### src/rtl/braille_pager_display_defines.svh
// assertion macros for the braille pager rtl
`ifndef BRAILLE_PAGER_DISPLAY_DEFINES_SVH
`define BRAILLE_PAGER_DISPLAY_DEFINES_SVH

// same-cycle implication, disabled during reset
`define BPD_ASSERT_IMP(label, clk, rst, ante, cons, msg) \
  label: assert property (@(posedge clk) disable iff (rst) (ante) |-> (cons)) \
    else $error(msg);

// next-cycle implication, disabled during reset
`define BPD_ASSERT_NXT(label, clk, rst, ante, cons, msg) \
  label: assert property (@(posedge clk) disable iff (rst) (ante) |=> (cons)) \
    else $error(msg);

`endif

### src/rtl/bpd_pkg.sv
// types, constants and glyph table for the braille pager
`default_nettype none

package bpd_pkg;

  localparam int HISTORY_DEPTH_DEF = 512;
  localparam int QUEUE_DEPTH       = 2;
  localparam int PAGE_CELLS        = 5;
  localparam int CELL_W            = 6;
  localparam int LEDS_W            = PAGE_CELLS * CELL_W;
  localparam int BYTE_W            = 8;
  localparam int TIMEOUT_W         = 16;
  localparam int ELAPSED_W         = 17;
  localparam int LETTERS           = 26;

  localparam logic [TIMEOUT_W-1:0] TIMEOUT_RESET = 16'd30000;

  localparam logic [1:0] REQ_BYTE   = 2'd0;
  localparam logic [1:0] REQ_BUTTON = 2'd1;
  localparam logic [1:0] REQ_TICK   = 2'd2;

  localparam logic [BYTE_W-1:0] ASCII_LOWER_A = 8'h61;
  localparam logic [BYTE_W-1:0] ASCII_LOWER_Z = 8'h7a;
  localparam logic [BYTE_W-1:0] ASCII_UPPER_A = 8'h41;
  localparam logic [BYTE_W-1:0] ASCII_UPPER_Z = 8'h5a;

  typedef enum logic [1:0] {
    K_BYTE,
    K_BUTTON,
    K_TICK,
    K_NONE
  } kind_t;

  typedef enum logic [1:0] {
    BTN_NONE  = 2'd0,
    BTN_MOVED = 2'd1,
    BTN_EMPTY = 2'd2,
    BTN_LIMIT = 2'd3
  } btn_status_t;

  typedef enum logic [2:0] {
    ST_IDLE,
    ST_FWD,
    ST_BACK,
    ST_PAGE,
    ST_LOAD,
    ST_RESC
  } state_t;

  // classified command as it sits in the queue
  typedef struct packed {
    kind_t             kind;
    logic [BYTE_W-1:0] rx_byte;
    logic              fwd_press;
    logic              back_press;
    logic              resc_press;
  } cmd_t;

  localparam logic [CELL_W-1:0] CELL_PATTERNS [LETTERS] = '{
    6'h01, 6'h03, 6'h09, 6'h19, 6'h11, 6'h0b, 6'h1b, 6'h13, 6'h0a, 6'h1a,
    6'h05, 6'h07, 6'h0d, 6'h1d, 6'h15, 6'h0f, 6'h1f, 6'h17, 6'h0e, 6'h1e,
    6'h25, 6'h27, 6'h3a, 6'h2d, 6'h3d, 6'h35
  };

  function automatic logic [CELL_W-1:0] cell_bits(input logic [BYTE_W-1:0] ch);
    logic [BYTE_W-1:0] idx;
    logic [CELL_W-1:0] bits;
    idx  = '0;
    bits = '0;
    if (ch >= ASCII_LOWER_A && ch <= ASCII_LOWER_Z) begin
      idx  = ch - ASCII_LOWER_A;
      bits = CELL_PATTERNS[idx[4:0]];
    end else if (ch >= ASCII_UPPER_A && ch <= ASCII_UPPER_Z) begin
      idx  = ch - ASCII_UPPER_A;
      bits = CELL_PATTERNS[idx[4:0]];
    end
    return bits;
  endfunction

endpackage

`default_nettype wire

### src/rtl/bpd_queue.sv
// short command queue between front and back
`default_nettype none

module bpd_queue (
  input  wire logic           clk,
  input  wire logic           rst,
  input  wire logic           push,
  input  wire bpd_pkg::cmd_t  push_data,
  output logic                push_ready,
  input  wire logic           pop,
  output bpd_pkg::cmd_t       pop_data,
  output logic                pop_valid
);

  localparam int PTR_W = (bpd_pkg::QUEUE_DEPTH > 1) ? $clog2(bpd_pkg::QUEUE_DEPTH) : 1;
  localparam int CNT_W = $clog2(bpd_pkg::QUEUE_DEPTH + 1);
  localparam logic [PTR_W-1:0] LAST_PTR = PTR_W'(bpd_pkg::QUEUE_DEPTH - 1);

  bpd_pkg::cmd_t    entries [bpd_pkg::QUEUE_DEPTH];
  logic [PTR_W-1:0] wr_ptr;
  logic [PTR_W-1:0] rd_ptr;
  logic [CNT_W-1:0] fill;

  assign push_ready = fill != CNT_W'(bpd_pkg::QUEUE_DEPTH);
  assign pop_valid  = fill != '0;
  assign pop_data   = entries[rd_ptr];

  always_ff @(posedge clk) begin
    if (push) begin
      entries[wr_ptr] <= push_data;
    end
  end

  always_ff @(posedge clk) begin
    if (rst) begin
      wr_ptr <= '0;
      rd_ptr <= '0;
      fill   <= '0;
    end else begin
      if (push) begin
        wr_ptr <= (wr_ptr == LAST_PTR) ? '0 : wr_ptr + PTR_W'(1);
      end
      if (pop) begin
        rd_ptr <= (rd_ptr == LAST_PTR) ? '0 : rd_ptr + PTR_W'(1);
      end
      if (push && !pop) begin
        fill <= fill + CNT_W'(1);
      end else if (pop && !push) begin
        fill <= fill - CNT_W'(1);
      end
    end
  end

endmodule

`default_nettype wire

### config.mk
export PLATFORM = sky130hd
export DESIGN_NAME = bpd_queue
export DESIGN_NICKNAME = d
export VERILOG_FILES = /design/src/rtl/braille_pager_display_defines.svh /design/src/rtl/bpd_pkg.sv /design/src/rtl/bpd_queue.sv
export SDC_FILE = /design/constraint.sdc
export NUM_CORES = 1
export LEC_CHECK = 0
export ABC_CLOCK_PERIOD_IN_PS = 3960
export BUFFER_PORTS_ARGS = -buffer_cell sky130_fd_sc_hd__buf_2
export CORE_MARGIN = 5
export CORE_UTILIZATION = 53
export DETAILED_ROUTE_END_ITERATION = 10
export GPL_TIMING_DRIVEN = 0
export HOLD_SLACK_MARGIN = 0.06
export PLACE_DENSITY = 0.9
export SLEW_MARGIN = 10
export SYNTH_ARGS = -nofsm -noshare
export SYNTH_HDL_FRONTEND = slang
export SYNTH_SLANG_ARGS = --single-unit
export TNS_END_PERCENT = 50
### constraint.sdc
create_clock -name clk -period 3.96 [get_ports clk]
set_input_delay 0.396 -clock clk [delete_from_list [all_inputs] [get_ports clk]]
set_output_delay 0.396 -clock clk [all_outputs]
set_load 0.02 [all_outputs]
==> impl_metrics.toml <==
[min_path]
hold_depth = 1
min_from = "push_data[5]"
hold_class = "in2reg"

[sta]
fin_crit_ns = 1.891
hold_violations = 0
clock_skew_ns = 0.006640
setup_slack_ns = 2.069
rsz0062_at_grt = "false"
setup-violations-final = 0
period_share = 0.4775
fmax_mhz = 528.8
max_slew_margin = 0.2400
slew_violations = 0
worst_pin_slew_ns = 1.138
tns_ns = 0

[synth]
synth_cells = 62
yosysTopAreaCell = "edfxtp_1"
yosysTopAreaCellShare = 0.6850
yosys_warnings = 0
synthTopCellsByArea = "edfxtp_1, mux2_1, dfxtp_1"
ys_seq_elements = 31
seq_area_frac_synth = 0.7728
synth.distinct_cells = 17
syn_area_per_cell_sq_um = 18.38
synth_nets = 80
syn_area_sq_um = 1140

[clock_network]
cts_tree = "built"
numCtsBuffers = 5
postCtsSetupRepairBufs = 0
htree_levels = 2
root_buffer = "clkbuf_4"
cts_buffer_depth = 2
cts_hold_buf = 0
cts_resized = 0
cts.sinks = 31
clock_latency_ns = 0.32
cts.clk_slew.worst_paths_ns = 0.08

[place]
place_area_sq_um = 1329
portBuffers = 31
hpwl_um = 1395
dp_slack_ns = 2.099
place_congestion = 0.6780

[layout]
antenna_cells = 0
final_area_sq_um = 1378
drive_gt1_frac = 0.3861
area_growth_pct = 20.86
final_util = 0.6881
fin_nets = 118

[critical_path]
timing.rr.start = "wr_ptr$_SDFFE_PP0P_"
r2r.worst_path.cells = 1
path_class = "reg2out"
crit_required_ns = 3.56
crit_path_end_kind = "primary output"
cp.arrival_ns = 1.49
cp_max_fo = 10
start_kind = "flop"

[run_status]
status = "finished, final reports clean"

[die]
die_h_um = 56.38
rows = 16
pin_count = 32
start_util = 0.5694
die-area_sq_um = 3178
core_region_area_sq_um = 2002
die_w_um = 56.38

[pwr]
p_leak_nw = 0.5409
p_total_mw = 0.6384
peakVddDrop_v = 0.0003402
power_density_nw_per_um2 = 463.5

[global_route]
grt_pass1_vias = 720
grt_first_pass_wirelength_um = 3153
grt_max_degree = 14
grt_overflow = 0
grt_util_all_layers = 0.1383
antenna_found_initial = 0

[drt]
drc = 0
drtIter0Drc = 10
via_per_inst = 4.875
antenna_left = 0
totalWireLength_um = 1818
wire_per_inst_um = 14.20
dr.pass1.iters = 2
vias = 624

[run]
maxCapViolations = 0
through the flow:
| stage | std cells | hold WS (ns) |
|---|---|---|
| global route | 128 | 0.2395 |
| global placement | 120 | 0.4769 |
| finish | 128 | 0.2627 |
| floorplan | 62 | 0.4610 |
| CTS | 128 | 0.2528 |
| detailed placement | 120 | 0.5119 |
registers in the layout, indices dropped and copies added (netlist names), named ones only:
signal   flops
entries     26
fill         2
rd_ptr       1
wr_ptr       1
kinds of logic (layout without fill, tap and decap cells):
kind of cell             after synthesis  in the layout  share of synthesized area
XOR/XNOR                               4              4                    0.03074
AO/OA/AOI/OAI                          2              2                   0.008773
buffers and inverters                  2             41                   0.007676
AND/OR/NAND/NOR                        9              9                    0.04063
adder cells (fa/ha/maj)                1              1                    0.01098
flip-flops                            31             31                     0.7728
multiplexers                          13             13                     0.1284
synthesized netlist by cell type, drive strengths merged:
cell type and number:
or2 1, ha 1, buf 1, dfxtp 5, edfxtp 26, nor2b 1
xnor2 2, nor2 4, xor2 2, o21ai 1, nand2b 1, or3 1
and2 1, a21oi 1, mux2 13, inv 1
metal layers:
layer,share of wire,global-route usage,vias to the layer above
met5,0,0,-
met4,0.016,0.06102,0
met3,0.085,0.07339,5
met2,0.56,0.2454,25
met1,0.34,0.1302,289
li1,-,-,305
critical path, cell delays in order (launching register included):
cell	delay, ns
dfxtp_1	0.39
buf_2	0.27
mux2_1	0.35
buf_2	0.16
layout by cell type (no fill, tap or decap), drive strengths merged:
cell type,n
nor2b,1
clkbuf,6
buf,32
nor2,4
or3,1
a21oi,1
inv,1
and2,1
nand2b,1
mux2,13
clkinv,2
o21ai,1
dfxtp,5
ha,1
xor2,2
or2,1
edfxtp,26
xnor2,2
layout make-up:
type / instances / area [sq um]
repair buffers: 31 / 155.1
multi-input cells: 29 / 250.2
well taps: 27 / 33.78
clock inverters: 2 / 7.507
inverters: 1 / 3.754
fillers: 155 / 624.3
flip-flops and latches: 31 / 880.8
plain buffers: 1 / 5.005
clock buffers: 6 / 41.29
report_power, final:
| group | internal (mW) | total [mW] | switching [mW] |
|---|---|---|---|
| Combinational | 0.0385 | 0.0945 | 0.0561 |
| Clock | 0.0655 | 0.157 | 0.0910 |
| Sequential | 0.378 | 0.387 | 0.00929 |
| Total | 0.482 | 0.638 | 0.156 |
worst paths after layout:
check / endpoint / slack (ns)
max: pop_data[7] / 2.07
max reg2reg: entries[0][8]$_DFFE_PP_ / 2.36
min reg2reg: flop / 0.53
min: entries[0][5]$_DFFE_PP_ / 0.26
No activity file was read; power rests on OpenSTA's default activity.
