File: src/rtl/braille_pager_display_defines.svh
// assertion macros for the braille pager rtl
`ifndef BRAILLE_PAGER_DISPLAY_DEFINES_SVH
`define BRAILLE_PAGER_DISPLAY_DEFINES_SVH

// same-cycle implication, disabled during reset
`define BPD_ASSERT_IMP(label, clk, rst, ante, cons, msg) \
  label: assert property (@(posedge clk) disable iff (rst) (ante) |-> (cons)) \
    else $error(msg);

// next-cycle implication, disabled during reset
`define BPD_ASSERT_NXT(label, clk, rst, ante, cons, msg) \
  label: assert property (@(posedge clk) disable iff (rst) (ante) |=> (cons)) \
    else $error(msg);

`endif

File: src/rtl/bpd_pkg.sv
// types, constants and glyph table for the braille pager
`default_nettype none

package bpd_pkg;

  localparam int HISTORY_DEPTH_DEF = 512;
  localparam int QUEUE_DEPTH       = 2;
  localparam int PAGE_CELLS        = 5;
  localparam int CELL_W            = 6;
  localparam int LEDS_W            = PAGE_CELLS * CELL_W;
  localparam int BYTE_W            = 8;
  localparam int TIMEOUT_W         = 16;
  localparam int ELAPSED_W         = 17;
  localparam int LETTERS           = 26;

  localparam logic [TIMEOUT_W-1:0] TIMEOUT_RESET = 16'd30000;

  localparam logic [1:0] REQ_BYTE   = 2'd0;
  localparam logic [1:0] REQ_BUTTON = 2'd1;
  localparam logic [1:0] REQ_TICK   = 2'd2;

  localparam logic [BYTE_W-1:0] ASCII_LOWER_A = 8'h61;
  localparam logic [BYTE_W-1:0] ASCII_LOWER_Z = 8'h7a;
  localparam logic [BYTE_W-1:0] ASCII_UPPER_A = 8'h41;
  localparam logic [BYTE_W-1:0] ASCII_UPPER_Z = 8'h5a;

  typedef enum logic [1:0] {
    K_BYTE,
    K_BUTTON,
    K_TICK,
    K_NONE
  } kind_t;

  typedef enum logic [1:0] {
    BTN_NONE  = 2'd0,
    BTN_MOVED = 2'd1,
    BTN_EMPTY = 2'd2,
    BTN_LIMIT = 2'd3
  } btn_status_t;

  typedef enum logic [2:0] {
    ST_IDLE,
    ST_FWD,
    ST_BACK,
    ST_PAGE,
    ST_LOAD,
    ST_RESC
  } state_t;

  // classified command as it sits in the queue
  typedef struct packed {
    kind_t             kind;
    logic [BYTE_W-1:0] rx_byte;
    logic              fwd_press;
    logic              back_press;
    logic              resc_press;
  } cmd_t;

  localparam logic [CELL_W-1:0] CELL_PATTERNS [LETTERS] = '{
    6'h01, 6'h03, 6'h09, 6'h19, 6'h11, 6'h0b, 6'h1b, 6'h13, 6'h0a, 6'h1a,
    6'h05, 6'h07, 6'h0d, 6'h1d, 6'h15, 6'h0f, 6'h1f, 6'h17, 6'h0e, 6'h1e,
    6'h25, 6'h27, 6'h3a, 6'h2d, 6'h3d, 6'h35
  };

  function automatic logic [CELL_W-1:0] cell_bits(input logic [BYTE_W-1:0] ch);
    logic [BYTE_W-1:0] idx;
    logic [CELL_W-1:0] bits;
    idx  = '0;
    bits = '0;
    if (ch >= ASCII_LOWER_A && ch <= ASCII_LOWER_Z) begin
      idx  = ch - ASCII_LOWER_A;
      bits = CELL_PATTERNS[idx[4:0]];
    end else if (ch >= ASCII_UPPER_A && ch <= ASCII_UPPER_Z) begin
      idx  = ch - ASCII_UPPER_A;
      bits = CELL_PATTERNS[idx[4:0]];
    end
    return bits;
  endfunction

endpackage

`default_nettype wire

File: src/rtl/bpd_if.sv
// request and response channel interfaces of the braille pager
`default_nettype none

interface bpd_in_if;
  logic                       valid;
  logic                       ready;
  logic [1:0]                 req_type;
  logic [bpd_pkg::BYTE_W-1:0] rx_byte;
  logic                       fwd_level;
  logic                       back_level;
  logic                       rescan_level;

  modport source (
    output valid, req_type, rx_byte, fwd_level, back_level, rescan_level,
    input  ready
  );
  modport sink (
    input  valid, req_type, rx_byte, fwd_level, back_level, rescan_level,
    output ready
  );
endinterface


`default_nettype wire

File: src/rtl/bpd_front.sv
// front end: takes request beats, edge-detects buttons, builds commands
`default_nettype none

module bpd_front (
  input  wire logic          clk,
  input  wire logic          rst,
  bpd_in_if.sink             req,
  output bpd_pkg::cmd_t      push_data,
  output logic               push,
  input  wire logic          push_ready
);

  // bit 0 fwd, bit 1 back, bit 2 rescan; 1 is released
  logic [2:0] last_levels;

  assign req.ready = push_ready;
  assign push      = req.valid && push_ready;

  always_comb begin
    push_data            = '0;
    push_data.rx_byte    = req.rx_byte;
    case (req.req_type)
      bpd_pkg::REQ_BYTE:   push_data.kind = bpd_pkg::K_BYTE;
      bpd_pkg::REQ_BUTTON: push_data.kind = bpd_pkg::K_BUTTON;
      bpd_pkg::REQ_TICK:   push_data.kind = bpd_pkg::K_TICK;
      default:             push_data.kind = bpd_pkg::K_NONE;
    endcase
    // falling level is a press
    push_data.fwd_press  = last_levels[0] && !req.fwd_level;
    push_data.back_press = last_levels[1] && !req.back_level;
    push_data.resc_press = last_levels[2] && !req.rescan_level;
  end

  always_ff @(posedge clk) begin
    if (rst) begin
      last_levels <= 3'b111;
    end else if (push && req.req_type == bpd_pkg::REQ_BUTTON) begin
      last_levels <= {req.rescan_level, req.back_level, req.fwd_level};
    end
  end

endmodule

`default_nettype wire

File: src/flat_wrapper.sv
// flat-port wrapper written by rule: the top's interface ports become plain ports
module bpd_front_flat 
  (clk, rst, push_data, push, push_ready, req_valid, req_req_type, req_rx_byte, req_fwd_level, req_back_level, req_rescan_level, req_ready);
  bpd_in_if req_i ();
  input  wire logic clk;
  input  wire logic rst;
  output bpd_pkg::cmd_t push_data;
  output logic push;
  input  wire logic push_ready;
  input wire logic [$bits(req_i.valid)-1:0] req_valid;
  input wire logic [$bits(req_i.req_type)-1:0] req_req_type;
  input wire logic [$bits(req_i.rx_byte)-1:0] req_rx_byte;
  input wire logic [$bits(req_i.fwd_level)-1:0] req_fwd_level;
  input wire logic [$bits(req_i.back_level)-1:0] req_back_level;
  input wire logic [$bits(req_i.rescan_level)-1:0] req_rescan_level;
  output wire logic [$bits(req_i.ready)-1:0] req_ready;
  assign req_i.valid = req_valid;
  assign req_i.req_type = req_req_type;
  assign req_i.rx_byte = req_rx_byte;
  assign req_i.fwd_level = req_fwd_level;
  assign req_i.back_level = req_back_level;
  assign req_i.rescan_level = req_rescan_level;
  assign req_ready = req_i.ready;
  bpd_front u_core (.clk(clk), .rst(rst), .req(req_i), .push_data(push_data), .push(push), .push_ready(push_ready));
endmodule
File: config.mk
export PLATFORM = sky130hd
export DESIGN_NAME = bpd_front_flat
export DESIGN_NICKNAME = d
export VERILOG_FILES = /design/src/rtl/braille_pager_display_defines.svh /design/src/rtl/bpd_pkg.sv /design/src/rtl/bpd_if.sv /design/src/rtl/bpd_front.sv /design/src/flat_wrapper.sv
export SDC_FILE = /design/constraint.sdc
export NUM_CORES = 1
export LEC_CHECK = 0
export ABC_CLOCK_PERIOD_IN_PS = 1100
export BUFFER_PORTS_ARGS = -buffer_cell sky130_fd_sc_hd__buf_2
export CAP_MARGIN = 20
export CELL_PAD_IN_SITES_DETAIL_PLACEMENT = 0
export CELL_PAD_IN_SITES_GLOBAL_PLACEMENT = 1
export CORE_UTILIZATION = 16
export DETAILED_ROUTE_END_ITERATION = 10
export PLACE_DENSITY = 0.77
export SYNTH_ARGS = -nofsm -noshare
export SYNTH_HDL_FRONTEND = slang
export SYNTH_SLANG_ARGS = --single-unit
File: constraint.sdc
create_clock -name clk -period 1.1 [get_ports clk]
set_clock_uncertainty 0.15 [all_clocks]
set_input_delay 0.165 -clock clk [delete_from_list [all_inputs] [get_ports clk]]
set_output_delay 0.165 -clock clk [all_outputs]
set_load 0.1 [all_outputs]
==> flow_metrics.env, run 1 <==
export IMPL_status="complete, but fails checks"
export IMPL_violations="negative setup slack"
export IMPL_drive_gt1_frac=0.703
export IMPL_largest_reg_flops=3
export IMPL_grt_pass1_vias=173
export IMPL_worstPathArrival_ns=0.89
export IMPL_grt_pass1_wl_um=745
export IMPL_numPortBuffers=15
export IMPL_design_area_um2=408
export IMPL_worst_pin_slew_ns=0.193
export IMPL_placed_area_um2=373
export IMPL_dpl_cell_count=47
export IMPL_die_y_um=40.2
export IMPL_clkSlewWorstSetupHoldPaths_ns=0.04
export IMPL_yosysWarnings=0
export IMPL_critPathKind="flop to output pin"
export IMPL_ys_ff_latch=3
export IMPL_synth_ff_type="dfxtp_1"
export IMPL_fp_coreArea_um2=1330
export IMPL_syn_nets=46
export IMPL_wl_per_cell_um=9.00
export IMPL_cp_cell_sequence="nor2b_4 > buf_12"
export IMPL_p_total_mw=0.530
export IMPL_cts_root_buf="clkbuf_4"
export IMPL_grt_antenna_before_repair=0
export IMPL_dr_pass1_iters=4
export IMPL_synth_area_leaders="buf_4, dfxtp_1, mux2i_1, nor2_1, nor2b_1"
export IMPL_synthArstFlopShare=0
export IMPL_gr_total_overflow=0
export IMPL_power_density_nw_per_um2=1300
export IMPL_place_ws_ns=0.0402
export IMPL_die_width_um=40.2
export IMPL_nets=55
export IMPL_power_ir_vdd_worst_mv=0.422
export IMPL_synth_common_cells="buf_4, nor2_1, dfxtp_1, mux2i_1, nor2b_1"
export IMPL_nFillCells=145
export IMPL_cp_slowest_cell="dfxtp_2"
export IMPL_rsz0062_at_grt="true"
export IMPL_reg2regPathDepth=3
export IMPL_numCtsBuffers=3
export IMPL_drc=0
export IMPL_max_freq_ghz=0.830
export IMPL_hold_viol=0
export IMPL_dieArea_um2=1620
export IMPL_initial_core_util=0.175
export IMPL_post_route_util=0.306
export IMPL_setup_ws_ns=-0.104
export IMPL_grt_max_degree=7
export IMPL_grt_usage=0.0776
export IMPL_final_min_clock_period_ns=1.20
export IMPL_avgSynthCellArea_um2=8.07
export IMPL_first_iter_violations=5
export IMPL_p_leak_nw=0.198
export IMPL_synth_area_leader_cell="buf_4"
export IMPL_cp_required_ns=0.78
export IMPL_gp_congestion=0.660
export IMPL_multiInputGateArea_um2=111
export IMPL_cp_end_kind="output pin"
export IMPL_hpwl_um=359
export IMPL_synth_seq_area_share=0.257
export IMPL_worstSkewPairLatency_ns=0.24
export IMPL_postRouteAntennaNets=0
export IMPL_hold_depth=3
export IMPL_maxCapViolCount=0
export IMPL_timing_final_crit_share=1.09
export IMPL_timing_hold_ws_ns=0.0978
export IMPL_top_register="u_core.last_levels"
export IMPL_area_growth_pct=74.3
export IMPL_hold_path_class="input port to flop"
export IMPL_instances_no_fill=52
export IMPL_n_antenna_cell=0
export IMPL_clkSinkCount=3
export IMPL_synth_cells=29
export IMPL_clockBufferDepth=2
export IMPL_critPathLaunchType="flop"
export IMPL_via_count=186
export IMPL_top_regs="u_core.last_levels x3"
export IMPL_cp_max_fo=2
export IMPL_yosys_area_top_type_share=0.289
export IMPL_synth_most_common_cell="buf_4"
export IMPL_cts_tree="done"
export IMPL_viasPerCell=3.58
export IMPL_routed_wl_um=468
export IMPL_io_pins=32
export IMPL_fin_setup_tns_ns=-0.296
export IMPL_regArea_um2=63.8
export IMPL_syn_area_um2=234
export IMPL_rows=13
export IMPL_crit_path_max_incr_delay_ns=0.32
export IMPL_synth_edf_count=0
export IMPL_drv_slew=0
export IMPL_ys_types=9
export IMPL_htreeDepth=1
export IMPL_max_slew_margin=0.871
export IMPL_setup_viol=3
==> metal layers <==
layer | routed length (µm) | global-route usage
met1 | 191 | 0.0921
met2 | 209 | 0.0766
met3 | 63 | 0.0333
met4 | 2 | 0.125
met5 | 0 | 0
==> path summary, 6_finish.rpt <==
check,from,endpoint,slack [ns]
setup / recovery,u_core.last_levels[1]$_SDFFE_PP1P_,push_data[1],-0.10
hold / removal,req_back_level,u_core.last_levels[1]$_SDFFE_PP1P_,0.1
setup reg to reg,u_core.last_levels[2]$_SDFFE_PP1P_,u_core.last_levels[2]$_SDFFE_PP1P_,0.23
hold reg to reg,u_core.last_levels[1]$_SDFFE_PP1P_,u_core.last_levels[1]$_SDFFE_PP1P_,0.36
==> critical path: cells and delay by family (launching register included) <==
| family | cells | cell delay (ns) |
|---|---|---|
| buf+inv | 1 | 0.18 |
| flops | 1 | 0.32 |
| simple gates | 1 | 0.15 |
==> logic make-up after synthesis <==
kind of cell,share of synthesized area
buffers and inverters,0.369
flip-flops,0.257
multiplexers,0.128
AND/OR/NAND/NOR,0.246
==> cells in the final DEF (no fill, tap or decap) <==
cell / instances
buf_2: 8
buf_12: 7
nor2_1: 6
nor2b_4: 3
mux2i_1: 3
clkbuf_4: 3
dfxtp_2: 3
and2_2: 1
and4b_1: 1
clkbuf_1: 1
buf_4: 1
==> final cells by class <==
type / instances / area share
multi-input combinational: 14 / 0.273
timing repair buffer: 16 / 0.460
clock buffer: 4 / 0.0644
sequential: 3 / 0.156
tap: 15 / 0.0460
==> what timing repair did <==
| item | in CTS | in global routing |
|---|---|---|
| hold buffers | 0 | 0 |
| pin swaps | 0 | 0 |
| setup buffers | 1 | 0 |
| setup endpoints to repair | 3 | 3 |
| resized for setup | 1 | 0 |
==> power breakdown <==
part / leakage [nW] / switching, mW / internal, mW
sequential: 0.0230 / 0.00117 / 0.112
clock: 0.0150 / 0.0620 / 0.136
combinational: 0.160 / 0.139 / 0.0800
Note: power is estimated with default switching activity, not from simulation.
==> inputs of run 2 (changes only) <==
==> constraint.sdc (replaced) <==
create_clock -name clk -period 1.1 [get_ports clk]
set_clock_uncertainty 0.15 [all_clocks]
set_input_delay 0.22 -clock clk [delete_from_list [all_inputs] [get_ports clk]]
set_output_delay 0.22 -clock clk [all_outputs]
set_load 0.1 [all_outputs]
==> run 2 against run 1 <==
Compared with the run above: flip-flop and latch count stayed put; global-route usage is 0.33 points lower; die area stayed put; first-iteration DRC count is 100% lower; wire length is 0.64% higher; the flow still finishes with violations (negative setup slack); non-clock buffer count is 2 higher; power is 1.0% higher; fmax is 4.1% lower; critical endpoint unchanged; clock-buffer cell count stayed put; combinational power is 3% higher.
==> flow_metrics.env, run 2 (synthesized netlist as in run 1, its figures left out) <==
export IMPL_status="complete, but fails checks"
export IMPL_violations="negative setup slack"
export IMPL_cp_end_kind="output pin"
export IMPL_grt_pass1_wl_um=717
export IMPL_drc=0
export IMPL_clkSlewWorstSetupHoldPaths_ns=0.04
export IMPL_critPathLaunchType="flop"
export IMPL_worstSkewPairLatency_ns=0.23
export IMPL_gr_total_overflow=0
export IMPL_area_growth_pct=80.7
export IMPL_cts_tree="done"
export IMPL_hold_buffers=0
export IMPL_numCtsBuffers=3
export IMPL_htreeDepth=1
export IMPL_timing_final_crit_share=1.14
export IMPL_hpwl_um=362
export IMPL_p_leak_nw=0.208
export IMPL_maxCapViolCount=0
export IMPL_final_min_clock_period_ns=1.26
export IMPL_viasPerCell=3.69
export IMPL_fp_coreArea_um2=1330
export IMPL_io_pins=32
export IMPL_routed_wl_um=471
export IMPL_nets=57
export IMPL_power_density_nw_per_um2=1270
export IMPL_cp_max_fo=2
export IMPL_numPortBuffers=15
export IMPL_grt_usage=0.0744
export IMPL_dieArea_um2=1620
export IMPL_worstPathArrival_ns=0.89
export IMPL_grt_antenna_before_repair=0
export IMPL_final_cell_mix="buf_2, buf_12, nor2_1"
export IMPL_fin_setup_tns_ns=-0.447
export IMPL_timing_hold_ws_ns=0.148
export IMPL_n_antenna_cell=0
export IMPL_critPathKind="flop to output pin"
export IMPL_reg2regPathDepth=2
export IMPL_place_ws_ns=-0.0233
export IMPL_r2r_start="u_core.last_levels[1]$_SDFFE_PP1P_"
export IMPL_initial_core_util=0.175
export IMPL_design_area_um2=423
export IMPL_largest_reg_flops=3
export IMPL_startpoint="u_core.last_levels[1]$_SDFFE_PP1P_"
export IMPL_drv_slew=0
export IMPL_dr_pass1_iters=1
export IMPL_postRouteAntennaNets=0
export IMPL_endpoint="push_data[1]"
export IMPL_grt_max_degree=7
export IMPL_rsz0062_at_grt="true"
export IMPL_cts_setup_buffers=0
export IMPL_die_width_um=40.2
export IMPL_gp_congestion=0.657
export IMPL_post_route_util=0.317
export IMPL_grt_pass1_vias=181
export IMPL_setup_viol=3
export IMPL_hold_viol=0
export IMPL_cts_root_buf="clkbuf_4"
export IMPL_drive_gt1_frac=0.718
export IMPL_power_ir_vdd_worst_mv=0.346
export IMPL_die_y_um=40.2
export IMPL_cp_required_ns=0.73
export IMPL_first_iter_violations=0
export IMPL_hold_path_class="input port to flop"
export IMPL_r2r_setup_slack_ns=0.35
export IMPL_worst_pin_slew_ns=0.205
export IMPL_clkSinkCount=3
export IMPL_wl_per_cell_um=8.72
export IMPL_max_freq_ghz=0.796
export IMPL_layout_commonest_cell="buf_2"
export IMPL_rows=13
export IMPL_placed_area_um2=395
export IMPL_top_register="u_core.last_levels"
export IMPL_clockBufferDepth=2
export IMPL_crit_reg2reg_capture="u_core.last_levels[1]$_SDFFE_PP1P_"
export IMPL_max_slew_margin=0.863
export IMPL_setup_ws_ns=-0.156
export IMPL_top_regs="u_core.last_levels x3"
export IMPL_via_count=199
-- run 2: changes by cell type in the layout (fill, tap and decap cells not counted) --
cell,delta
buf_4,+2
-- run 2: area by class of cell --
type | count | area, µm²
fill | 147 | 911
tap | 15 | 18.8
multi-input combinational | 14 | 111
timing repair buffer | 18 | 203
sequential | 3 | 63.8
clock buffer | 4 | 26.3
-- run 2: through the flow --
step	cells	power, mW
after floorplan	29	0.387
after global placement	50	0.341
after detailed placement	50	0.342
after CTS	54	0.557
after global routing	54	0.567
final	54	0.536
-- run 2: worst min-delay path by stage --
stage	from	slack [ns]	depth (start not counted)	end
2_1_floorplan	rst	0.23	2	u_core.last_levels[0]$_SDFFE_PP1P_
3_3_place_gp	req_rx_byte[3]	0.29	0	push_data[6]
3_5_place_dp	req_rx_byte[3]	0.29	0	push_data[6]
4_1_cts	req_fwd_level	0.13	3	u_core.last_levels[0]$_SDFFE_PP1P_
5_1_grt	req_fwd_level	0.15	3	u_core.last_levels[0]$_SDFFE_PP1P_
6_report	req_fwd_level	0.15	3	u_core.last_levels[0]$_SDFFE_PP1P_
-- run 2: what timing repair did --
action / CTS / global route
endpoints found under the setup margin: 3 / 3
gates resized for setup: 1 / 0
hold endpoints to repair: 0 / 0
-- run 2: worst max-delay path, cell delays in order (launching register included) --
cell and delay (ns):
dfxtp_2 0.32, nor2b_4 0.15, buf_12 0.18
-- run 2: power by group --
| part | internal, mW | total (mW) | switching [mW] |
|---|---|---|---|
| clock network | 0.136 | 0.197 | 0.0608 |
| logic | 0.0858 | 0.225 | 0.139 |
| registers | 0.112 | 0.114 | 0.00126 |
| total | 0.334 | 0.536 | 0.202 |
-- run 2: routing by layer --
metal / vias to the layer above / GRT usage / wire [µm]
li1: 100 / - / -
met1: 83 / 0.0762 / 170
met2: 14 / 0.0968 / 238
met3: 2 / 0.0333 / 59
met4: 0 / 0.100 / 2
met5: - / 0 / 0
