$ cat src/rtl/braille_pager_display_defines.svh
// assertion macros for the braille pager rtl
`ifndef BRAILLE_PAGER_DISPLAY_DEFINES_SVH
`define BRAILLE_PAGER_DISPLAY_DEFINES_SVH

// same-cycle implication, disabled during reset
`define BPD_ASSERT_IMP(label, clk, rst, ante, cons, msg) \
  label: assert property (@(posedge clk) disable iff (rst) (ante) |-> (cons)) \
    else $error(msg);

// next-cycle implication, disabled during reset
`define BPD_ASSERT_NXT(label, clk, rst, ante, cons, msg) \
  label: assert property (@(posedge clk) disable iff (rst) (ante) |=> (cons)) \
    else $error(msg);

`endif

$ cat src/rtl/bpd_pkg.sv
// types, constants and glyph table for the braille pager
`default_nettype none

package bpd_pkg;

  localparam int HISTORY_DEPTH_DEF = 512;
  localparam int QUEUE_DEPTH       = 2;
  localparam int PAGE_CELLS        = 5;
  localparam int CELL_W            = 6;
  localparam int LEDS_W            = PAGE_CELLS * CELL_W;
  localparam int BYTE_W            = 8;
  localparam int TIMEOUT_W         = 16;
  localparam int ELAPSED_W         = 17;
  localparam int LETTERS           = 26;

  localparam logic [TIMEOUT_W-1:0] TIMEOUT_RESET = 16'd30000;

  localparam logic [1:0] REQ_BYTE   = 2'd0;
  localparam logic [1:0] REQ_BUTTON = 2'd1;
  localparam logic [1:0] REQ_TICK   = 2'd2;

  localparam logic [BYTE_W-1:0] ASCII_LOWER_A = 8'h61;
  localparam logic [BYTE_W-1:0] ASCII_LOWER_Z = 8'h7a;
  localparam logic [BYTE_W-1:0] ASCII_UPPER_A = 8'h41;
  localparam logic [BYTE_W-1:0] ASCII_UPPER_Z = 8'h5a;

  typedef enum logic [1:0] {
    K_BYTE,
    K_BUTTON,
    K_TICK,
    K_NONE
  } kind_t;

  typedef enum logic [1:0] {
    BTN_NONE  = 2'd0,
    BTN_MOVED = 2'd1,
    BTN_EMPTY = 2'd2,
    BTN_LIMIT = 2'd3
  } btn_status_t;

  typedef enum logic [2:0] {
    ST_IDLE,
    ST_FWD,
    ST_BACK,
    ST_PAGE,
    ST_LOAD,
    ST_RESC
  } state_t;

  // classified command as it sits in the queue
  typedef struct packed {
    kind_t             kind;
    logic [BYTE_W-1:0] rx_byte;
    logic              fwd_press;
    logic              back_press;
    logic              resc_press;
  } cmd_t;

  localparam logic [CELL_W-1:0] CELL_PATTERNS [LETTERS] = '{
    6'h01, 6'h03, 6'h09, 6'h19, 6'h11, 6'h0b, 6'h1b, 6'h13, 6'h0a, 6'h1a,
    6'h05, 6'h07, 6'h0d, 6'h1d, 6'h15, 6'h0f, 6'h1f, 6'h17, 6'h0e, 6'h1e,
    6'h25, 6'h27, 6'h3a, 6'h2d, 6'h3d, 6'h35
  };

  function automatic logic [CELL_W-1:0] cell_bits(input logic [BYTE_W-1:0] ch);
    logic [BYTE_W-1:0] idx;
    logic [CELL_W-1:0] bits;
    idx  = '0;
    bits = '0;
    if (ch >= ASCII_LOWER_A && ch <= ASCII_LOWER_Z) begin
      idx  = ch - ASCII_LOWER_A;
      bits = CELL_PATTERNS[idx[4:0]];
    end else if (ch >= ASCII_UPPER_A && ch <= ASCII_UPPER_Z) begin
      idx  = ch - ASCII_UPPER_A;
      bits = CELL_PATTERNS[idx[4:0]];
    end
    return bits;
  endfunction

endpackage

`default_nettype wire

$ cat src/rtl/bpd_if.sv
// request and response channel interfaces of the braille pager
`default_nettype none


interface bpd_out_if;
  logic                       valid;
  logic                       ready;
  logic [bpd_pkg::LEDS_W-1:0] leds;
  logic [1:0]                 fwd_status;
  logic [1:0]                 back_status;
  logic                       rescan_request;
  logic                       rescan_pending;
  logic                       rescan_timed_out;
  logic                       byte_dropped;

  modport source (
    output valid, leds, fwd_status, back_status, rescan_request, rescan_pending,
           rescan_timed_out, byte_dropped,
    input  ready
  );
  modport sink (
    input  valid, leds, fwd_status, back_status, rescan_request, rescan_pending,
           rescan_timed_out, byte_dropped,
    output ready
  );
endinterface

`default_nettype wire

$ cat src/rtl/bpd_back.sv
// back end: history memory, paging, rescan timer and result register
`default_nettype none

module bpd_back #(
  parameter int HISTORY_DEPTH = bpd_pkg::HISTORY_DEPTH_DEF
) (
  input  wire logic                          clk,
  input  wire logic                          rst,
  input  wire logic                          cfg_wr_en,
  input  wire logic [bpd_pkg::TIMEOUT_W-1:0] cfg_wr_data,
  input  wire logic                          cmd_valid,
  input  wire bpd_pkg::cmd_t                 cmd,
  output logic                               cmd_pop,
  bpd_out_if.source                          rsp
);

  localparam int AW = $clog2(HISTORY_DEPTH);
  localparam int CW = $clog2(HISTORY_DEPTH + 1);
  localparam int PW = $clog2(HISTORY_DEPTH + bpd_pkg::PAGE_CELLS) + 1;
  localparam int LW = bpd_pkg::LEDS_W;
  localparam int EW = bpd_pkg::ELAPSED_W;
  localparam logic [EW-1:0] ELAPSED_MAX = {EW{1'b1}};
  localparam logic [2:0]    LAST_CELL   = 3'(bpd_pkg::PAGE_CELLS);

  bpd_pkg::state_t state, state_next, ret_state;
  bpd_pkg::cmd_t   cur;

  logic [bpd_pkg::BYTE_W-1:0] mem [HISTORY_DEPTH];
  logic [bpd_pkg::BYTE_W-1:0] rd_data;

  logic [CW-1:0]                  hist_count;
  logic signed [PW-1:0]           page_pos;
  logic [LW-1:0]                  leds;
  logic                           waiting;
  logic [EW-1:0]                  elapsed;
  logic [bpd_pkg::TIMEOUT_W-1:0]  timeout;
  bpd_pkg::btn_status_t           fwd_st;
  bpd_pkg::btn_status_t           back_st;
  logic [2:0]                     rd_idx;
  logic                           rd_vld;
  logic [2:0]                     rd_cell;
  logic                           rd_hit;
  logic [LW-1:0]                  page_acc;
  logic [LW-1:0]                  page_merge;

  logic                           out_valid;
  logic [LW-1:0]                  out_leds;
  bpd_pkg::btn_status_t           out_fwd;
  bpd_pkg::btn_status_t           out_back;
  logic                           out_req;
  logic                           out_pending;
  logic                           out_timed_out;
  logic                           out_dropped;

  logic                 out_free;
  logic                 emit;
  logic                 mem_we;
  logic                 hist_full;
  logic signed [PW-1:0] count_s;
  logic signed [PW-1:0] pos_plus;
  logic signed [PW-1:0] pos_minus;
  logic                 fwd_move;
  logic                 back_move;
  bpd_pkg::btn_status_t fwd_code;
  bpd_pkg::btn_status_t back_code;
  logic [PW-1:0]        rd_at;
  logic                 rd_hit_now;
  logic [EW-1:0]        elapsed_sat;
  logic                 expire;

  assign out_free  = !out_valid || rsp.ready;
  assign hist_full = hist_count == CW'(HISTORY_DEPTH);
  assign count_s   = $signed({{(PW-CW){1'b0}}, hist_count});
  assign pos_plus  = page_pos + PW'(bpd_pkg::PAGE_CELLS);
  assign pos_minus = page_pos - PW'(bpd_pkg::PAGE_CELLS);
  assign fwd_move  = (hist_count != '0) && (pos_plus < count_s);
  assign back_move = (hist_count != '0) && !pos_minus[PW-1];

  assign fwd_code  = !cur.fwd_press      ? bpd_pkg::BTN_NONE  :
                     (hist_count == '0)  ? bpd_pkg::BTN_EMPTY :
                     fwd_move            ? bpd_pkg::BTN_MOVED : bpd_pkg::BTN_LIMIT;
  assign back_code = !cur.back_press     ? bpd_pkg::BTN_NONE  :
                     (hist_count == '0)  ? bpd_pkg::BTN_EMPTY :
                     back_move           ? bpd_pkg::BTN_MOVED : bpd_pkg::BTN_LIMIT;

  // page start is never negative while reading
  assign rd_at      = page_pos + PW'(rd_idx);
  assign rd_hit_now = rd_at < {{(PW-CW){1'b0}}, hist_count};

  assign elapsed_sat = (elapsed == ELAPSED_MAX) ? elapsed : elapsed + EW'(1);
  assign expire      = elapsed_sat > {{(EW-bpd_pkg::TIMEOUT_W){1'b0}}, timeout};

  always_comb begin
    page_merge = page_acc;
    if (rd_vld && rd_hit) begin
      for (int c = 0; c < bpd_pkg::PAGE_CELLS; c++) begin
        if (rd_cell == 3'(c)) begin
          page_merge[c*bpd_pkg::CELL_W +: bpd_pkg::CELL_W] = bpd_pkg::cell_bits(rd_data);
        end
      end
    end
  end

  // next state
  always_comb begin
    state_next = state;
    case (state)
      bpd_pkg::ST_IDLE: begin
        if (cmd_valid && out_free && cmd.kind == bpd_pkg::K_BUTTON) begin
          state_next = bpd_pkg::ST_FWD;
        end
      end
      bpd_pkg::ST_FWD: begin
        state_next = (cur.fwd_press && fwd_move) ? bpd_pkg::ST_PAGE : bpd_pkg::ST_BACK;
      end
      bpd_pkg::ST_BACK: begin
        state_next = (cur.back_press && back_move) ? bpd_pkg::ST_PAGE : bpd_pkg::ST_RESC;
      end
      bpd_pkg::ST_PAGE: begin
        if (rd_idx == LAST_CELL) begin
          state_next = bpd_pkg::ST_LOAD;
        end
      end
      bpd_pkg::ST_LOAD: state_next = ret_state;
      bpd_pkg::ST_RESC: state_next = bpd_pkg::ST_IDLE;
      default:          state_next = bpd_pkg::ST_IDLE;
    endcase
  end

  // state outputs
  always_comb begin
    cmd_pop = 1'b0;
    emit    = 1'b0;
    mem_we  = 1'b0;
    case (state)
      bpd_pkg::ST_IDLE: begin
        cmd_pop = cmd_valid && out_free;
        emit    = cmd_pop && cmd.kind != bpd_pkg::K_BUTTON;
        mem_we  = cmd_pop && cmd.kind == bpd_pkg::K_BYTE && !hist_full;
      end
      bpd_pkg::ST_RESC: emit = 1'b1;
      default: begin
        cmd_pop = 1'b0;
      end
    endcase
  end

  // history memory with one write and one read port, registered read
  always_ff @(posedge clk) begin
    if (mem_we) begin
      mem[hist_count[AW-1:0]] <= cmd.rx_byte;
    end
    rd_data <= mem[rd_at[AW-1:0]];
  end

  always_ff @(posedge clk) begin
    if (rst) begin
      state      <= bpd_pkg::ST_IDLE;
      hist_count <= '0;
      page_pos   <= '0 - PW'(bpd_pkg::PAGE_CELLS);
      leds       <= '0;
      waiting    <= 1'b0;
      elapsed    <= '0;
      timeout    <= bpd_pkg::TIMEOUT_RESET;
      rd_vld     <= 1'b0;
      out_valid  <= 1'b0;
    end else begin
      state   <= state_next;
      rd_vld  <= (state == bpd_pkg::ST_PAGE) && (rd_idx != LAST_CELL);
      rd_cell <= rd_idx;
      rd_hit  <= rd_hit_now;
      if (cfg_wr_en) begin
        timeout <= cfg_wr_data;
      end
      if (rd_vld) begin
        page_acc <= page_merge;
      end
      if (emit) begin
        out_valid <= 1'b1;
      end else if (rsp.ready) begin
        out_valid <= 1'b0;
      end

      case (state)
        bpd_pkg::ST_IDLE: begin
          if (cmd_pop) begin
            cur           <= cmd;
            out_leds      <= leds;
            out_fwd       <= bpd_pkg::BTN_NONE;
            out_back      <= bpd_pkg::BTN_NONE;
            out_req       <= 1'b0;
            out_pending   <= waiting;
            out_timed_out <= 1'b0;
            out_dropped   <= 1'b0;
            case (cmd.kind)
              bpd_pkg::K_BYTE: begin
                // any byte ends a rescan wait, even a dropped one
                waiting     <= 1'b0;
                out_pending <= 1'b0;
                out_dropped <= hist_full;
                if (!hist_full) begin
                  hist_count <= hist_count + CW'(1);
                end
              end
              bpd_pkg::K_TICK: begin
                if (waiting) begin
                  elapsed       <= elapsed_sat;
                  waiting       <= !expire;
                  out_pending   <= !expire;
                  out_timed_out <= expire;
                end
              end
              default: begin
                out_dropped <= 1'b0;
              end
            endcase
          end
        end
        bpd_pkg::ST_FWD: begin
          fwd_st    <= fwd_code;
          ret_state <= bpd_pkg::ST_BACK;
          rd_idx    <= '0;
          page_acc  <= '0;
          if (cur.fwd_press && fwd_move) begin
            page_pos <= pos_plus;
          end
        end
        bpd_pkg::ST_BACK: begin
          back_st   <= back_code;
          ret_state <= bpd_pkg::ST_RESC;
          rd_idx    <= '0;
          page_acc  <= '0;
          if (cur.back_press && back_move) begin
            page_pos <= pos_minus;
          end
        end
        bpd_pkg::ST_PAGE: begin
          if (rd_idx != LAST_CELL) begin
            rd_idx <= rd_idx + 3'd1;
          end
        end
        bpd_pkg::ST_LOAD: begin
          leds <= page_merge;
        end
        bpd_pkg::ST_RESC: begin
          out_fwd       <= fwd_st;
          out_back      <= back_st;
          out_req       <= cur.resc_press;
          out_timed_out <= 1'b0;
          out_dropped   <= 1'b0;
          if (cur.resc_press) begin
            hist_count  <= '0;
            page_pos    <= '0 - PW'(bpd_pkg::PAGE_CELLS);
            leds        <= '0;
            elapsed     <= '0;
            waiting     <= 1'b1;
            out_leds    <= '0;
            out_pending <= 1'b1;
          end else begin
            out_leds    <= leds;
            out_pending <= waiting;
          end
        end
        default: begin
          rd_idx <= '0;
        end
      endcase
    end
  end

  assign rsp.valid            = out_valid;
  assign rsp.leds             = out_leds;
  assign rsp.fwd_status       = out_fwd;
  assign rsp.back_status      = out_back;
  assign rsp.rescan_request   = out_req;
  assign rsp.rescan_pending   = out_pending;
  assign rsp.rescan_timed_out = out_timed_out;
  assign rsp.byte_dropped     = out_dropped;

endmodule

`default_nettype wire

$ cat src/flat_wrapper.sv
// flat-port wrapper written by rule: the top's interface ports become plain ports
module bpd_back_flat 
#(
  parameter int HISTORY_DEPTH = bpd_pkg::HISTORY_DEPTH_DEF
)
  (clk, rst, cfg_wr_en, cfg_wr_data, cmd_valid, cmd, cmd_pop, rsp_valid, rsp_leds, rsp_fwd_status, rsp_back_status, rsp_rescan_request, rsp_rescan_pending, rsp_rescan_timed_out, rsp_byte_dropped, rsp_ready);
  bpd_out_if rsp_i ();
  input  wire logic clk;
  input  wire logic rst;
  input  wire logic cfg_wr_en;
  input  wire logic [bpd_pkg::TIMEOUT_W-1:0] cfg_wr_data;
  input  wire logic cmd_valid;
  input  wire bpd_pkg::cmd_t cmd;
  output logic cmd_pop;
  output wire logic [$bits(rsp_i.valid)-1:0] rsp_valid;
  output wire logic [$bits(rsp_i.leds)-1:0] rsp_leds;
  output wire logic [$bits(rsp_i.fwd_status)-1:0] rsp_fwd_status;
  output wire logic [$bits(rsp_i.back_status)-1:0] rsp_back_status;
  output wire logic [$bits(rsp_i.rescan_request)-1:0] rsp_rescan_request;
  output wire logic [$bits(rsp_i.rescan_pending)-1:0] rsp_rescan_pending;
  output wire logic [$bits(rsp_i.rescan_timed_out)-1:0] rsp_rescan_timed_out;
  output wire logic [$bits(rsp_i.byte_dropped)-1:0] rsp_byte_dropped;
  input wire logic [$bits(rsp_i.ready)-1:0] rsp_ready;
  assign rsp_valid = rsp_i.valid;
  assign rsp_leds = rsp_i.leds;
  assign rsp_fwd_status = rsp_i.fwd_status;
  assign rsp_back_status = rsp_i.back_status;
  assign rsp_rescan_request = rsp_i.rescan_request;
  assign rsp_rescan_pending = rsp_i.rescan_pending;
  assign rsp_rescan_timed_out = rsp_i.rescan_timed_out;
  assign rsp_byte_dropped = rsp_i.byte_dropped;
  assign rsp_i.ready = rsp_ready;
  bpd_back #(.HISTORY_DEPTH(HISTORY_DEPTH)) u_core (.clk(clk), .rst(rst), .cfg_wr_en(cfg_wr_en), .cfg_wr_data(cfg_wr_data), .cmd_valid(cmd_valid), .cmd(cmd), .cmd_pop(cmd_pop), .rsp(rsp_i));
endmodule
$ cat config.mk
export PLATFORM = sky130hd
export DESIGN_NAME = bpd_back_flat
export DESIGN_NICKNAME = d
export VERILOG_FILES = /design/src/rtl/braille_pager_display_defines.svh /design/src/rtl/bpd_pkg.sv /design/src/rtl/bpd_if.sv /design/src/rtl/bpd_back.sv /design/src/flat_wrapper.sv
export SDC_FILE = /design/constraint.sdc
export NUM_CORES = 2
export LEC_CHECK = 0
export BUFFER_PORTS_ARGS = -buffer_cell sky130_fd_sc_hd__buf_2
export CELL_PAD_IN_SITES_DETAIL_PLACEMENT = 0
export CELL_PAD_IN_SITES_GLOBAL_PLACEMENT = 1
export CORE_MARGIN = 3
export CORE_UTILIZATION = 40
export DETAILED_ROUTE_END_ITERATION = 10
export PLACE_DENSITY_LB_ADDON = 0.25
export SYNTH_ARGS = -nofsm -noshare
export SYNTH_HDL_FRONTEND = slang
export SYNTH_SLANG_ARGS = --single-unit
$ cat constraint.sdc
create_clock -name clk -period 4.3 [get_ports clk]
set_clock_uncertainty 0.15 [all_clocks]
set_input_delay 1.075 -clock clk [delete_from_list [all_inputs] [get_ports clk]]
set_output_delay 1.075 -clock clk [all_outputs]
set_load 0.02 [all_outputs]
==> results.yml <==
global_route:
  antenna_found_initial: 17
  grt_pass1_vias: 91700
  grt.total_usage_pct: 21.2
  grt.overflow.total: 0
  grt_max_degree: 147
  grt_pass1_wl_mm: 662
floorplan:
  start_util_pct: 40.3
  rows: 237
  die_h_um: 655
  core-area_sq_um: 418000
  num_io_pins: 74
  chipWidth_um: 655
  dieArea_sq_um: 429000
sta:
  hold_ws_ns: 0.140
  relSlewSlack_pct: 16.1
  rsz0062_at_grt: "true"
  worst_slew_pin_slew_ns: 1.26
  period_minus_slack_ns: 4.27
  finalHoldViolations: 0
  period_share_pct: 99.2
  slew_violations: 0
  setup_viol: 0
  fin_ws_ns: 0.0337
  fmax_mhz: 234
  fin_setup_tns_ns: 0
clocking:
  clock_path_buffers: 4
  clock-sinks: 4278
  cts_hold_buffers: 0
  clock_latency_ns: 0.97
  root_buffer: "clkbuf_16"
  numCtsBuffers: 433
  cts_tree: "built"
  path_clk_slew_ns: 0.06
  cts-htree-levels: 5
worst_setup_path:
  slowest_stage: "fa_4"
  crit_family: "adder cells"
  path_buf_inv: 4
  crit_arrival_ns: 5.01
  required_ns: 5.05
  slowest_delay_ns: 0.83
  cp_common_cell: "buf_4"
  crit_chain: "ha_4 -> fa_4 -> buf_12 -> bufbuf_16 -> buf_4 -> buf_4 -> mux4_2 -> nand2_1 -> and3_1 -> a31oi_1 -> o22ai_1 -> nor2_2 -> nand3_1 -> a311oi_2"
  path_class: "flop to flop"
  cp_max_fo: 13
  end_kind: "flop"
  cp-start-kind: "flop"
placement:
  io_buffers: 73
  gp_congestion: 0.829
  detailedPlace.worstSlack_ns: -0.565
  dp.cells: 15000
  dp_hpwl_mm: 285
logic_synthesis:
  yosys_warnings: 0
  synth_edf_count: 4180
  ys.flop_type: "edfxtp_1"
  netlist_top_cells_area: "edfxtp_1 74%, mux4_2 14%, nand2_1 2.0%, nor2_1 1.8%, dfxtp_1 1.2%"
  syn_nets: 8892
  syn_inst: 8805
  synth.ff_latch_count: 4278
  synth_top_area_share_pct: 74.5
  yosysTopAreaCell: "edfxtp_1"
  ys_types: 74
  avgSynthCellArea_sq_um: 19.1
  synthArstFlopShare_pct: 0
  syn-cell-area_sq_um: 169000
  ys_seq_area_share_pct: 75.6
route:
  initialDrtViolationCount: 9819
  routedWlPerCell_um: 29.0
  drtAntennaViolNets: 0
  avgViaCountPerCell: 5.63
  finalWirelength_mm: 460
  drc: 0
  firstDrtPassIters: 6
  routed-via-count: 89200
run:
  cap_violations: 0
finish:
  final_common_cell: "edfxtp_1"
  multi_input_area_sq_um: 39000
  fillers: 34700
  areaGrowthSynthToFinish_pct: 18.2
  final_cell_mix: "4180 x edfxtp_1, 1053 x mux4_2, 1047 x buf_4"
  ff_latch_area_sq_um: 127000
  instances_no_fill: 15900
  nets: 10100
  final_layout_size_suffix_gt1_share_pct: 29.8
run_status:
  status: "completed"
worst_hold_path:
  hold_path.class: "input pin to flop"
power_and_ir_drop:
  peakVddDrop_v: 0.000355
  totalPowerFinal_mw: 85.0
  p_leak_nw: 65.5
  power_density_nw_per_um2: 427
registers in the layout (all words and copies together) (netlist names), 2 cells and up:
signal and cells:
u_core.back_st 2, u_core.cur 3, u_core.elapsed 17, u_core.fwd_st 2, u_core.hist_count 10, u_core.leds 30, u_core.mem 4096, u_core.page_acc 30
u_core.page_pos 11, u_core.rd_cell 3, u_core.rd_data 8, u_core.rd_idx 3, u_core.ret_state 2, u_core.rsp.back_status 2, u_core.rsp.fwd_status 2, u_core.rsp.leds 30
u_core.state 3, u_core.timeout 16
metrics by stage:
step	utilization, %	area [sq um]
after floorplan	-	169000
after global placement	44.2	185000
after detailed placement	44.2	185000
after CTS	47.5	199000
after global routing	47.6	199000
final	47.6	199000
logic make-up (layout without fill, tap and decap cells):
logic type	count (synthesis)	after routing	synth area share [%]
AOI/OAI and AO/OA	524	524	2.20
buffers and inverters	588	2134	1.58
muxes	1117	1117	14.5
DFF	4278	4278	75.6
adders and majority gates	53	53	0.398
and+or+nand+nor	2201	2201	5.46
other	0	3	0
xor gates and xnor gates	44	44	0.249
timing repair:
action,CTS,global route
setup buffers,5,6
cloned,2,5
endpoints found under the setup margin,10,12
gates resized for setup,36,58
pin swaps,4,7
area by class of cell:
type,instances,share of cell area (%)
well taps,5497,3.45
clock buffers,556,5.75
repair inverters,1,0.00440
diodes,3,0.00377
multi-input cells,3939,19.6
flip-flops and latches,4278,64.0
repair buffers,1295,5.95
inverters,49,0.102
clock inverters,233,1.12
cell usage after synthesis, drive strengths merged, types with 91 or more instances:
master,count
nand2,908
and3,113
buf,256
nor2,791
nand3,219
edfxtp,4180
dfxtp,98
mux4,1053
a21oi,95
a311oi,102
a31oi,91
clkbuf,283
where the power goes:
part	internal (mW)	switching, mW	leakage, nW
clock	21.0	15.7	6.67
sequential	45.8	0.0359	38.4
combinational	0.822	1.75	20.5
total	67.6	17.4	65.5
layer usage:
metal  vias up  track usage, %  part of all wire [%]
li1      37800               -                     -
met1     47500            30.4                    42
met2      3242            33.7                    48
met3       621            3.59                   7.4
met4         0            5.60                   2.7
met5         -               0                     0
worst paths after layout:
| check | startpoint | to | slack, ns | cells past startpoint |
|---|---|---|---|---|
| worst max register to register | u_core.rd_idx[0] | u_core.rd_data[5] | 0.03 | 14 |
| worst min-delay path | cmd[2] | u_core.cur[2] | 0.14 | 1 |
| worst max-delay path | u_core.rd_idx[0] | u_core.rd_data[5] | 0.03 | 14 |
| worst min register to register | u_core.leds[2] | u_core.leds[2] | 0.34 | 2 |
Power figures use the tool's default switching activity.
